[src/rtl/core/bphr_pkg.sv]
// Package: shared types, register indexes and reset values for the button event unit.
`timescale 1ns / 1ps
`default_nettype none

package bphr_pkg;

    localparam int TIME_BITS_DEF = 32;
    localparam int FIELD_TIME_W  = 32;
    localparam int CFG_IDX_W     = 3;
    localparam int CFG_DATA_W    = 32;
    localparam int EVT_EN_W      = 4;

    typedef enum logic [CFG_IDX_W-1:0] {
        CFG_ACTIVE_LOW         = 3'd0,
        CFG_PRESS_DELAY        = 3'd1,
        CFG_RELEASE_DELAY      = 3'd2,
        CFG_HOLD_TIME          = 3'd3,
        CFG_HOLD_WAITS_RELEASE = 3'd4,
        CFG_REPEAT_INTERVAL    = 3'd5,
        CFG_EVENT_ENABLE       = 3'd6
    } t_cfg_idx;

    localparam int EN_PRESS   = 0;
    localparam int EN_RELEASE = 1;
    localparam int EN_HOLD    = 2;
    localparam int EN_REPEAT  = 3;

    localparam logic                    RST_ACTIVE_LOW         = 1'b1;
    localparam logic [FIELD_TIME_W-1:0] RST_PRESS_DELAY        = 32'd0;
    localparam logic [FIELD_TIME_W-1:0] RST_RELEASE_DELAY      = 32'd0;
    localparam logic [FIELD_TIME_W-1:0] RST_HOLD_TIME          = 32'd1000;
    localparam logic                    RST_HOLD_WAITS_RELEASE = 1'b0;
    localparam logic [FIELD_TIME_W-1:0] RST_REPEAT_INTERVAL    = 32'd100;
    localparam logic [EVT_EN_W-1:0]     RST_EVENT_ENABLE       = 4'd0;

    typedef struct packed {
        logic                    active_low;
        logic [FIELD_TIME_W-1:0] press_delay;
        logic [FIELD_TIME_W-1:0] release_delay;
        logic [FIELD_TIME_W-1:0] hold_time;
        logic                    hold_waits_release;
        logic [FIELD_TIME_W-1:0] repeat_interval;
        logic [EVT_EN_W-1:0]     event_enable;
    } t_cfg;

    typedef struct packed {
        logic seeded;
        logic last_level;
        logic press_done;
        logic release_done;
        logic hold_qualified;
        logic hold_done;
    } t_flags;

    localparam t_flags FLAGS_RST = '{
        seeded:         1'b0,
        last_level:     1'b0,
        press_done:     1'b0,
        release_done:   1'b1,
        hold_qualified: 1'b0,
        hold_done:      1'b0
    };

    typedef struct packed {
        logic pressed;
        logic press_event;
        logic release_event;
        logic hold_event;
        logic repeat_event;
    } t_result;

endpackage

`default_nettype wire

[src/rtl/core/bphr_if.sv]
// Interfaces: poll input channel and event result channel.
`timescale 1ns / 1ps
`default_nettype none

interface bphr_in_if;
    logic        valid;
    logic        ready;
    logic        pin_level;
    logic [31:0] now_ms;

    modport source (output valid, output pin_level, output now_ms, input ready);
    modport sink   (input valid, input pin_level, input now_ms, output ready);
endinterface

interface bphr_out_if;
    logic valid;
    logic ready;
    logic pressed;
    logic press_event;
    logic release_event;
    logic hold_event;
    logic repeat_event;

    modport source (output valid, output pressed, output press_event, output release_event,
                    output hold_event, output repeat_event, input ready);
    modport sink   (input valid, input pressed, input press_event, input release_event,
                    input hold_event, input repeat_event, output ready);
endinterface

`default_nettype wire

[src/rtl/core/bphr_cfg_regs.sv]
// Configuration register file with write port.
`timescale 1ns / 1ps
`default_nettype none

module bphr_cfg_regs (
    input  logic                            i_clk,
    input  logic                            i_rst_n,
    input  logic                            i_cfg_we,
    input  logic [bphr_pkg::CFG_IDX_W-1:0]  i_cfg_idx,
    input  logic [bphr_pkg::CFG_DATA_W-1:0] i_cfg_data,
    output bphr_pkg::t_cfg                  o_cfg
);
    import bphr_pkg::*;

    t_cfg r_cfg;
    t_cfg n_cfg;

    always_comb begin
        n_cfg = r_cfg;
        if (i_cfg_we) begin
            unique case (t_cfg_idx'(i_cfg_idx))
                CFG_ACTIVE_LOW:         n_cfg.active_low         = i_cfg_data[0];
                CFG_PRESS_DELAY:        n_cfg.press_delay        = i_cfg_data[FIELD_TIME_W-1:0];
                CFG_RELEASE_DELAY:      n_cfg.release_delay      = i_cfg_data[FIELD_TIME_W-1:0];
                CFG_HOLD_TIME:          n_cfg.hold_time          = i_cfg_data[FIELD_TIME_W-1:0];
                CFG_HOLD_WAITS_RELEASE: n_cfg.hold_waits_release = i_cfg_data[0];
                CFG_REPEAT_INTERVAL:    n_cfg.repeat_interval    = i_cfg_data[FIELD_TIME_W-1:0];
                CFG_EVENT_ENABLE:       n_cfg.event_enable       = i_cfg_data[EVT_EN_W-1:0];
                default:                n_cfg                    = r_cfg;
            endcase
        end
    end

    always_ff @(posedge i_clk) begin
        if (!i_rst_n) begin
            r_cfg.active_low         <= RST_ACTIVE_LOW;
            r_cfg.press_delay        <= RST_PRESS_DELAY;
            r_cfg.release_delay      <= RST_RELEASE_DELAY;
            r_cfg.hold_time          <= RST_HOLD_TIME;
            r_cfg.hold_waits_release <= RST_HOLD_WAITS_RELEASE;
            r_cfg.repeat_interval    <= RST_REPEAT_INTERVAL;
            r_cfg.event_enable       <= RST_EVENT_ENABLE;
        end else begin
            r_cfg <= n_cfg;
        end
    end

    assign o_cfg = r_cfg;

endmodule

`default_nettype wire

[src/rtl/core/bphr_event_logic.sv]
// Combinational event logic: edge detect, delay checks and next state for one poll.
`timescale 1ns / 1ps
`default_nettype none

module bphr_event_logic #(
    parameter int TIME_BITS = bphr_pkg::TIME_BITS_DEF
) (
    input  bphr_pkg::t_cfg                     i_cfg,
    input  bphr_pkg::t_flags                   i_flags,
    input  logic [TIME_BITS-1:0]               i_press_stamp,
    input  logic [TIME_BITS-1:0]               i_release_stamp,
    input  logic [TIME_BITS-1:0]               i_repeat_stamp,
    input  logic                               i_pin_level,
    input  logic [bphr_pkg::FIELD_TIME_W-1:0]  i_now_ms,
    output bphr_pkg::t_flags                   o_flags,
    output logic [TIME_BITS-1:0]               o_press_stamp,
    output logic [TIME_BITS-1:0]               o_release_stamp,
    output logic [TIME_BITS-1:0]               o_repeat_stamp,
    output bphr_pkg::t_result                  o_result
);
    import bphr_pkg::*;

    logic [TIME_BITS-1:0] now_t;
    logic [TIME_BITS-1:0] press_dly_t;
    logic [TIME_BITS-1:0] release_dly_t;
    logic [TIME_BITS-1:0] hold_t;
    logic [TIME_BITS-1:0] repeat_t;
    logic                 lvl;

    assign now_t         = TIME_BITS'(i_now_ms);
    assign press_dly_t   = TIME_BITS'(i_cfg.press_delay);
    assign release_dly_t = TIME_BITS'(i_cfg.release_delay);
    assign hold_t        = TIME_BITS'(i_cfg.hold_time);
    assign repeat_t      = TIME_BITS'(i_cfg.repeat_interval);
    assign lvl           = i_cfg.active_low ? !i_pin_level : i_pin_level;

    always_comb begin
        o_flags         = i_flags;
        o_press_stamp   = i_press_stamp;
        o_release_stamp = i_release_stamp;
        o_repeat_stamp  = i_repeat_stamp;
        o_result        = '0;
        o_result.pressed = lvl;

        if (!i_flags.seeded) begin
            o_flags.seeded     = 1'b1;
            o_flags.last_level = lvl;
        end else begin
            if (lvl != i_flags.last_level) begin
                if (lvl) begin
                    o_press_stamp          = now_t;
                    o_repeat_stamp         = now_t;
                    o_flags.press_done     = 1'b0;
                    o_flags.hold_done      = 1'b0;
                    o_flags.hold_qualified = 1'b0;
                end else begin
                    o_release_stamp      = now_t;
                    o_flags.release_done = 1'b0;
                    // deferred hold fires on the release edge
                    if (i_flags.hold_qualified && i_cfg.hold_waits_release
                        && !i_flags.hold_done) begin
                        o_flags.hold_done   = 1'b1;
                        o_result.hold_event = i_cfg.event_enable[EN_HOLD];
                    end
                end
                o_flags.last_level = lvl;
            end

            if (lvl) begin
                if (!o_flags.press_done && ((now_t - o_press_stamp) >= press_dly_t)) begin
                    o_flags.press_done   = 1'b1;
                    o_result.press_event = i_cfg.event_enable[EN_PRESS];
                end
                if (!o_flags.hold_qualified && ((now_t - o_press_stamp) >= hold_t)) begin
                    o_flags.hold_qualified = 1'b1;
                    if (!i_cfg.hold_waits_release && !o_flags.hold_done) begin
                        o_flags.hold_done   = 1'b1;
                        o_result.hold_event = i_cfg.event_enable[EN_HOLD];
                    end
                end
                if (i_cfg.event_enable[EN_REPEAT]
                    && ((now_t - o_repeat_stamp) >= repeat_t)) begin
                    o_repeat_stamp        = now_t;
                    o_result.repeat_event = 1'b1;
                end
            end else begin
                if (!o_flags.release_done
                    && ((now_t - o_release_stamp) >= release_dly_t)) begin
                    o_flags.release_done   = 1'b1;
                    o_result.release_event = i_cfg.event_enable[EN_RELEASE];
                end
            end
        end
    end

endmodule

`default_nettype wire

[src/rtl/core/button_press_hold_repeat_events_unit.sv]
// Top level: button press/release/hold/repeat event unit.
//
//  channel   dir  handshake        payload
//  i_in      in   valid / ready    pin_level, now_ms
//  o_out     out  valid / ready    pressed, press/release/hold/repeat_event
//  i_cfg_*   in   write enable     i_cfg_idx, i_cfg_data
//
// One poll per cycle sustained while results are taken; a poll's result is registered in the result register.
// Input register -> event logic -> result register; button state updates as a poll
// moves into the result register, so back-to-back polls see each other's state.
// Synchronous active-low reset clears valid flags, resets button state and stamps, and loads config reset values.
// A stalled result holds; the input register keeps taking polls while it has room.
`timescale 1ns / 1ps
`default_nettype none

module button_press_hold_repeat_events_unit #(
    parameter int TIME_BITS = bphr_pkg::TIME_BITS_DEF
) (
    input  logic                            i_clk,
    input  logic                            i_rst_n,
    input  logic                            i_cfg_we,
    input  logic [bphr_pkg::CFG_IDX_W-1:0]  i_cfg_idx,
    input  logic [bphr_pkg::CFG_DATA_W-1:0] i_cfg_data,
    bphr_in_if.sink                         i_in,
    bphr_out_if.source                      o_out
);
    import bphr_pkg::*;

    t_cfg                    cfg;
    logic                    r_in_valid;
    logic                    r_in_pin;
    logic [FIELD_TIME_W-1:0] r_in_now;
    logic                    r_out_valid;
    t_result                 r_res;
    t_result                 n_res;
    t_flags                  r_flags;
    t_flags                  n_flags;
    logic [TIME_BITS-1:0]    r_press_stamp;
    logic [TIME_BITS-1:0]    r_release_stamp;
    logic [TIME_BITS-1:0]    r_repeat_stamp;
    logic [TIME_BITS-1:0]    n_press_stamp;
    logic [TIME_BITS-1:0]    n_release_stamp;
    logic [TIME_BITS-1:0]    n_repeat_stamp;
    logic                    advance;
    logic                    in_take;

    bphr_cfg_regs u_cfg (
        .i_clk      (i_clk),
        .i_rst_n    (i_rst_n),
        .i_cfg_we   (i_cfg_we),
        .i_cfg_idx  (i_cfg_idx),
        .i_cfg_data (i_cfg_data),
        .o_cfg      (cfg)
    );

    bphr_event_logic #(
        .TIME_BITS (TIME_BITS)
    ) u_logic (
        .i_cfg           (cfg),
        .i_flags         (r_flags),
        .i_press_stamp   (r_press_stamp),
        .i_release_stamp (r_release_stamp),
        .i_repeat_stamp  (r_repeat_stamp),
        .i_pin_level     (r_in_pin),
        .i_now_ms        (r_in_now),
        .o_flags         (n_flags),
        .o_press_stamp   (n_press_stamp),
        .o_release_stamp (n_release_stamp),
        .o_repeat_stamp  (n_repeat_stamp),
        .o_result        (n_res)
    );

    assign advance    = r_in_valid && (!r_out_valid || o_out.ready);
    assign i_in.ready = !r_in_valid || advance;
    assign in_take    = i_in.valid && i_in.ready;

    always_ff @(posedge i_clk) begin
        if (!i_rst_n) begin
            r_in_valid <= 1'b0;
        end else if (i_in.ready) begin
            r_in_valid <= i_in.valid;
        end
    end

    always_ff @(posedge i_clk) begin
        if (in_take) begin
            r_in_pin <= i_in.pin_level;
            r_in_now <= i_in.now_ms;
        end
    end

    always_ff @(posedge i_clk) begin
        if (!i_rst_n) begin
            r_out_valid <= 1'b0;
        end else if (advance) begin
            r_out_valid <= 1'b1;
        end else if (o_out.ready) begin
            r_out_valid <= 1'b0;
        end
    end

    always_ff @(posedge i_clk) begin
        if (advance) begin
            r_res <= n_res;
        end
    end

    always_ff @(posedge i_clk) begin
        if (!i_rst_n) begin
            r_flags         <= FLAGS_RST;
            r_press_stamp   <= '0;
            r_release_stamp <= '0;
            r_repeat_stamp  <= '0;
        end else if (advance) begin
            r_flags         <= n_flags;
            r_press_stamp   <= n_press_stamp;
            r_release_stamp <= n_release_stamp;
            r_repeat_stamp  <= n_repeat_stamp;
        end
    end

    assign o_out.valid         = r_out_valid;
    assign o_out.pressed       = r_res.pressed;
    assign o_out.press_event   = r_res.press_event;
    assign o_out.release_event = r_res.release_event;
    assign o_out.hold_event    = r_res.hold_event;
    assign o_out.repeat_event  = r_res.repeat_event;

endmodule

`default_nettype wire

[src/flat_wrapper.sv]
// flat-port wrapper written by rule: the top's interface ports become plain ports
module button_press_hold_repeat_events_unit_flat import bphr_pkg::*;
#(
    parameter int TIME_BITS = bphr_pkg::TIME_BITS_DEF
)
  (i_clk, i_rst_n, i_cfg_we, i_cfg_idx, i_cfg_data, i_in_valid, i_in_pin_level, i_in_now_ms, i_in_ready, o_out_valid, o_out_pressed, o_out_press_event, o_out_release_event, o_out_hold_event, o_out_repeat_event, o_out_ready);
  bphr_in_if i_in_i ();
  bphr_out_if o_out_i ();
  input  logic i_clk;
  input  logic i_rst_n;
  input  logic i_cfg_we;
  input  logic [bphr_pkg::CFG_IDX_W-1:0] i_cfg_idx;
  input  logic [bphr_pkg::CFG_DATA_W-1:0] i_cfg_data;
  input wire logic [$bits(i_in_i.valid)-1:0] i_in_valid;
  input wire logic [$bits(i_in_i.pin_level)-1:0] i_in_pin_level;
  input wire logic [$bits(i_in_i.now_ms)-1:0] i_in_now_ms;
  output wire logic [$bits(i_in_i.ready)-1:0] i_in_ready;
  output wire logic [$bits(o_out_i.valid)-1:0] o_out_valid;
  output wire logic [$bits(o_out_i.pressed)-1:0] o_out_pressed;
  output wire logic [$bits(o_out_i.press_event)-1:0] o_out_press_event;
  output wire logic [$bits(o_out_i.release_event)-1:0] o_out_release_event;
  output wire logic [$bits(o_out_i.hold_event)-1:0] o_out_hold_event;
  output wire logic [$bits(o_out_i.repeat_event)-1:0] o_out_repeat_event;
  input wire logic [$bits(o_out_i.ready)-1:0] o_out_ready;
  assign i_in_i.valid = i_in_valid;
  assign i_in_i.pin_level = i_in_pin_level;
  assign i_in_i.now_ms = i_in_now_ms;
  assign i_in_ready = i_in_i.ready;
  assign o_out_valid = o_out_i.valid;
  assign o_out_pressed = o_out_i.pressed;
  assign o_out_press_event = o_out_i.press_event;
  assign o_out_release_event = o_out_i.release_event;
  assign o_out_hold_event = o_out_i.hold_event;
  assign o_out_repeat_event = o_out_i.repeat_event;
  assign o_out_i.ready = o_out_ready;
  button_press_hold_repeat_events_unit #(.TIME_BITS(TIME_BITS)) u_core (.i_clk(i_clk), .i_rst_n(i_rst_n), .i_cfg_we(i_cfg_we), .i_cfg_idx(i_cfg_idx), .i_cfg_data(i_cfg_data), .i_in(i_in_i), .o_out(o_out_i));
endmodule
[config.mk]
export PLATFORM = sky130hd
export DESIGN_NAME = button_press_hold_repeat_events_unit_flat
export DESIGN_NICKNAME = d
export VERILOG_FILES = /design/src/rtl/core/bphr_pkg.sv /design/src/rtl/core/bphr_if.sv /design/src/rtl/core/bphr_cfg_regs.sv /design/src/rtl/core/bphr_event_logic.sv /design/src/rtl/core/button_press_hold_repeat_events_unit.sv /design/src/flat_wrapper.sv
export SDC_FILE = /design/constraint.sdc
export NUM_CORES = 1
export LEC_CHECK = 0
export ABC_AREA = 1
export BUFFER_PORTS_ARGS = -buffer_cell sky130_fd_sc_hd__buf_4
export CAP_MARGIN = 30
export CORE_ASPECT_RATIO = 0.6
export CORE_UTILIZATION = 50
export DETAILED_ROUTE_END_ITERATION = 6
export HOLD_SLACK_MARGIN = 0.1
export PLACE_DENSITY = 0.67
export SYNTH_ARGS = -nofsm -noshare
export SYNTH_HDL_FRONTEND = slang
export SYNTH_SLANG_ARGS = --single-unit
[constraint.sdc]
create_clock -name i_clk -period 7.3 [get_ports i_clk]
set_input_delay 0.73 -clock i_clk [delete_from_list [all_inputs] [get_ports i_clk]]
set_output_delay 0.73 -clock i_clk [all_outputs]
set_load 0.1 [all_outputs]
After elaboration in Yosys (flattened, before gate mapping)
Index checks and enable logic that the tools add are counted.
{"block": "op_classes", "muxes": 36, "order_cmp": 4, "reduce_logical": 34, "n_eq_ne": 8, "add_sub_neg": 3, "bitwise": 2}
{"operator": "$mux W32", "count": 11}
{"operator": "$ge A32 B32 Y1", "count": 4}
{"operator": "$sub A32 B32 Y32", "count": 3}
{"operator": "$mux W1", "count": 20}
{"operator": "$reduce_and A2 Y1", "count": 10}
{"operator": "$mux W5", "count": 2}
{"operator": "$eq A3 B3 Y1 const B", "count": 3}
{"operator": "$logic_and A1 B1 Y1", "count": 9}
{"operator": "$logic_not A1 Y1", "count": 9}
{"operator": "$eq A3 B2 Y1 const B", "count": 2}
{"operator": "$mux W2", "count": 3}
{"operator": "$eq A3 B1 Y1 const B", "count": 1}
{"operator": "$logic_not A3 Y1", "count": 1}
{"operator": "$reduce_and A3 Y1", "count": 1}
{"operator": "$reduce_or A3 Y1", "count": 1}
{"operator": "$logic_or A1 B1 Y1", "count": 2}
{"operator": "$ne A2 B2 Y1 const B", "count": 1}
{"operator": "$not A1 Y1", "count": 2}
{"operator": "$reduce_bool A2 Y1", "count": 1}
{"operator": "$ne A1 B1 Y1", "count": 1}
{"block": "word_totals", "wordCells": 112, "reg_bits": 276, "in_bits": 73, "out_inout_bits": 7}

Logic depth before layout (Yosys ltp)
{"block": "depth", "depth_word": 11, "depth_mapped": 33, "mapped_depth_nobuf": 30}

Hierarchy
A second synthesis with hierarchy kept.
{"block": "unflattened", "cells_unflattened": 3918, "hier_area_um2": 23680.2}
{"mod": "bphr_event_logic", "cells_per_inst": 2435, "instances": 1, "seq_area_each_um2": 0.0, "area_per_inst_um2": 12414.4}
{"mod": "button_press_hold_repeat_events_unit", "cells_per_inst": 717, "instances": 1, "seq_area_each_um2": 3223.1, "area_per_inst_um2": 5748.0}
{"mod": "bphr_cfg_regs", "cells_per_inst": 766, "instances": 1, "seq_area_each_um2": 2682.6, "area_per_inst_um2": 5517.8}

Least setup slack after synthesis
Ideal clock, no wire load.
{"block": "synth_path", "kind": "flip-flop to flip-flop", "start": "reg u_core.r_in_pin", "end": "reg u_core.r_repeat_stamp[10]", "setup_time_ps": 132, "path_stages_with_launch": 29, "arrival_time_ps": 4046, "t_required_ps": 7168, "path_slack_ps": 3122, "path_buffers": 3, "period_less_slack_ps": 4178, "path_cell_list": "edfxtp_1 inv_1 nand2_1 nand3_2 buf_6 clkinv_1 clkbuf_1 o21ai_0 ha_1 a21oi_1 nor2_1 nor2_1 a21boi_0 nor2_1 a211oi_1 nand2_1 nand2_1 nand2_1 ha_1 nand2_1 nor2_1 nand2_1 nor2_1 nand4_1 nand3_1 clkbuf_1 nand3_1 nand3_1 a21oi_1"}
{"block": "synth_between", "elab_chain_len": 10, "word_cells_on_any_way": 11, "classes_between": "add/sub (1); order compare (1); eq/ne (1); mux (6); reduce/logical (2)"}
{"element": "from (decl)", "line_no": "button_press_hold_repeat_events_unit.sv:31", "text": "logic r_in_pin;"}
{"element": "from (signal assigned)", "line_no": "button_press_hold_repeat_events_unit.sv:87", "text": "r_in_pin <= i_in.pin_level;"}
{"element": "$logic_not A1 Y1", "line_no": "bphr_event_logic.sv:35", "text": "assign lvl = i_cfg.active_low ? !i_pin_level : i_pin_level;"}
{"element": "$mux W1 *", "line_no": "bphr_event_logic.sv:35"}
{"element": "$mux W32 / $ne A1 B1 Y1 (equally long branches)", "line_no": "bphr_event_logic.sv:50, bphr_event_logic.sv:49"}
{"element": "$mux W32", "line_no": "bphr_event_logic.sv:49", "text": "if (lvl != i_flags.last_level) begin"}
{"element": "$mux W32", "line_no": "bphr_event_logic.sv:45", "text": "if (!i_flags.seeded) begin"}
{"element": "$sub A32 B32 Y32", "line_no": "bphr_event_logic.sv:82", "text": "&& ((now_t - o_repeat_stamp) >= repeat_t)) begin"}
{"element": "$ge A32 B32 Y1", "line_no": "bphr_event_logic.sv:82"}
{"element": "$logic_and A1 B1 Y1", "line_no": "bphr_event_logic.sv:82"}
{"element": "$mux W32", "line_no": "bphr_event_logic.sv:81", "text": "if (i_cfg.event_enable[EN_REPEAT]"}
{"element": "$mux W32 *", "line_no": "bphr_event_logic.sv:69", "text": "if (lvl) begin"}
{"element": "to (signal assigned)", "line_no": "button_press_hold_repeat_events_unit.sv:118", "text": "r_repeat_stamp <= n_repeat_stamp;"}
{"element": "to (decl)", "line_no": "button_press_hold_repeat_events_unit.sv:40", "text": "logic [TIME_BITS-1:0] r_repeat_stamp;"}
Mark *: on every way between the ends. The rest lies on a longest branch, timed or not. The select of a mux whose other input is x is not followed.
A chain may end at the register's enable or synchronous reset.

Final worst setup path
{"block": "layout_path", "start": "reg u_core.r_in_pin", "end": "reg u_core.r_repeat_stamp[3]"}
Same word-level chain as after synthesis.

==> impl_metrics.tcl <==
set metrics [dict create \
    status "completed" \
    synth_edf_count 38 \
    hpwl_um 61400 \
    clk_path_buf_depth 3 \
    wl_um 77300 \
    synth_nets 3359 \
    port_buffers 79 \
    yosysSeqAreaShare 0.292 \
    ant_nets 0 \
    maxCapViolCount 0 \
    grt_usage 0.368 \
    leakagePower_uw 0.0103 \
    final_common_cell "nand2_1" \
    rows 56 \
    core_sq_um 39400 \
    cp-start-kind "register" \
    fin_util 0.561 \
    syn-cell-area_sq_um 20200 \
    path_common_cell "nand2_1" \
    drive_gt1_frac 0.0648 \
    netlist_instances 3080 \
    grt_pass1_wl_um 113000 \
    first_global_vias 18600 \
    ys_seq_elements 276 \
    syn_to_final_growth_pct 9.52 \
    drtPass1Iterations 5 \
    cts.repair.resized 0 \
    start_util 0.512 \
    worstMarginPinSlew_ns 0.992 \
    cts_buffers 29 \
    seq_area_sq_um 5910 \
    final.period_utilization 0.867 \
    power_uw 5160 \
    clk_pin_slew_worst_paths_ns 0.07 \
    grt_overflow 0 \
    multiInputGateArea_sq_um 11900 \
    fillers 3872 \
    detail_route.iter0.violations 2792 \
    critPathSlowestCell "clkinv_1" \
    cts-root-buf "clkbuf_16" \
    grt_antenna_before_repair 2 \
    cts_setup_buffers 0 \
    path_max_fanout 22 \
    die_width_um 262 \
    final.min_clock_period_ns 6.33 \
    max_slew_margin 0.339 \
    p_per_area_nw_per_um2 233 \
    gp_congestion 1.07 \
    ir_worst_vdd_uv 210 \
    holdPathStages 1 \
    reg2reg_depth 28 \
    synth_flop_cell "dfxtp_1" \
    hold_buffers 0 \
    vias 20900 \
    cp-end-kind "register" \
    yosysUniqueCellTypes 45 \
    fin_setup_tns_ns 0 \
    clkSinkCount 276 \
    htreeDepth 1 \
    cts_tree "yes" \
    slew_viol_final 0 \
    syn_avg_cell_area_sq_um 6.56 \
    wl_per_cell_um 21.1 \
    synthArstFlopShare 0 \
    finalSetupViolCount 0 \
    fin_nets 3391 \
    critPathArrivalTime_ns 6.83 \
    final-hold-violation-count 0 \
    fin_hold_ws_ns 0.302 \
    dieHeight_um 158 \
    worstSetupPathType "reg -> reg" \
    yosys_warnings 0 \
    drc_errors 0 \
    clock_latency_ns 0.60 \
    hold_class "in -> reg" \
    vias_per_cell 5.72 \
    cp.required_ns 7.80 \
    final_cell_mix "nand2_1 (663), inv_1 (507), a21oi_1 (369), o21ai_0 (346), dfxtp_1 (238)" \
    cpPeakStageDelay_ns 0.57 \
    fin_skew_ns 0.0330 \
    pin_count 80 \
    rsz0062_at_grt "no" \
    fmax_mhz 158 \
    grt_max_degree 96 \
    dieArea_sq_um 41200 \
]
cell families (layout without fill, tap and decap cells):
| group | after synthesis | count (layout) | synth area share |
|---|---|---|---|
| DFF | 276 | 276 | 0.292 |
| other | 0 | 3 | 0 |
| AOI/OAI and AO/OA | 785 | 785 | 0.203 |
| adders and majority gates | 206 | 206 | 0.128 |
| and+or+nand+nor | 1148 | 1148 | 0.240 |
| buffers and inverters | 618 | 671 | 0.117 |
| xor gates and xnor gates | 47 | 47 | 0.0204 |
cell usage after synthesis (10+ instances only):
master | number | area (sq um)
nor3_1 | 27 | 135
nor2_1 | 205 | 769
nand2_1 | 663 | 2490
inv_1 | 507 | 1900
edfxtp_1 | 38 | 1140
o21ai_0 | 346 | 1730
a21oi_1 | 369 | 1850
buf_2 | 10 | 50.1
xor2_1 | 37 | 324
dfxtp_1 | 238 | 4760
nand3_2 | 17 | 170
clkbuf_1 | 86 | 323
nand4_1 | 14 | 87.6
nand3_1 | 176 | 881
o21bai_1 | 15 | 113
xnor2_1 | 10 | 87.6
ha_1 | 206 | 2580
nand2_2 | 23 | 144
critical path: cells and delay by family, from the launching register on:
kind	cells	cell delay, ns
simple gates	16	2.11
buf+inv	5	1.67
compound gates	5	1.32
fa+ha+maj	2	0.68
flops	1	0.41
worst paths after layout:
kind	slack, ns	endpoint	from
setup reg to reg	0.97	u_core.r_repeat_stamp[3]	u_core.r_in_pin
hold / removal	0.30	u_core.r_in_now[0]	i_in_now_ms[0]
setup / recovery	0.97	u_core.r_repeat_stamp[3]	u_core.r_in_pin
hold reg to reg	0.46	u_core.u_cfg.o_cfg[74]	u_core.u_cfg.o_cfg[74]
stage by stage:
stage | worst slack, ns | std cells | cell area [sq um]
after detailed placement | 1.26 | 3602 | 21200
final | 0.967 | 3658 | 22100
after global routing | 0.692 | 3656 | 22100
after global placement | 1.26 | 3602 | 21200
after floorplan | 3.12 | 3080 | 20200
after CTS | 1.19 | 3654 | 22100
layer usage:
layer / up-vias / global-route usage / share of wire
met3: 102 / 0.123 / 0.13
met1: 9610 / 0.560 / 0.48
met4: 6 / 0.0687 / 0.021
met5: - / 0 / 0.0011
met2: 1082 / 0.491 / 0.37
li1: 10100 / - / -
state kept, by name (all words and copies together), names as in the netlist:
register	cells
u_core.o_out.valid	1
u_core.r_release_stamp	32
u_core.o_out.press_event	1
u_core.u_cfg.o_cfg	134
u_core.r_in_pin	1
u_core.o_out.pressed	1
u_core.r_in_now	32
u_core.r_in_valid	1
u_core.r_flags	6
u_core.r_press_stamp	32
u_core.o_out.release_event	1
u_core.o_out.hold_event	1
u_core.o_out.repeat_event	1
u_core.r_repeat_stamp	32
power by group:
group / leakage (uW) / switching, uW / total [uW] / internal [uW]
clock network: 0.000444 / 687 / 1510 / 824
logic: 0.00753 / 1380 / 2000 / 628
registers: 0.00230 / 51.5 / 1650 / 1600
total: 0.0103 / 2110 / 5160 / 3050
final cells by class:
class | count | share of cell area
multi-input combinational | 2186 | 0.540
sequential | 276 | 0.267
inverter | 518 | 0.0879
clock buffer | 41 | 0.0376
timing repair buffer | 101 | 0.0343
tap | 522 | 0.0295
clock inverter | 11 | 0.00379
antenna | 3 | 0.000339
No activity file was read; power rests on OpenSTA's default activity.
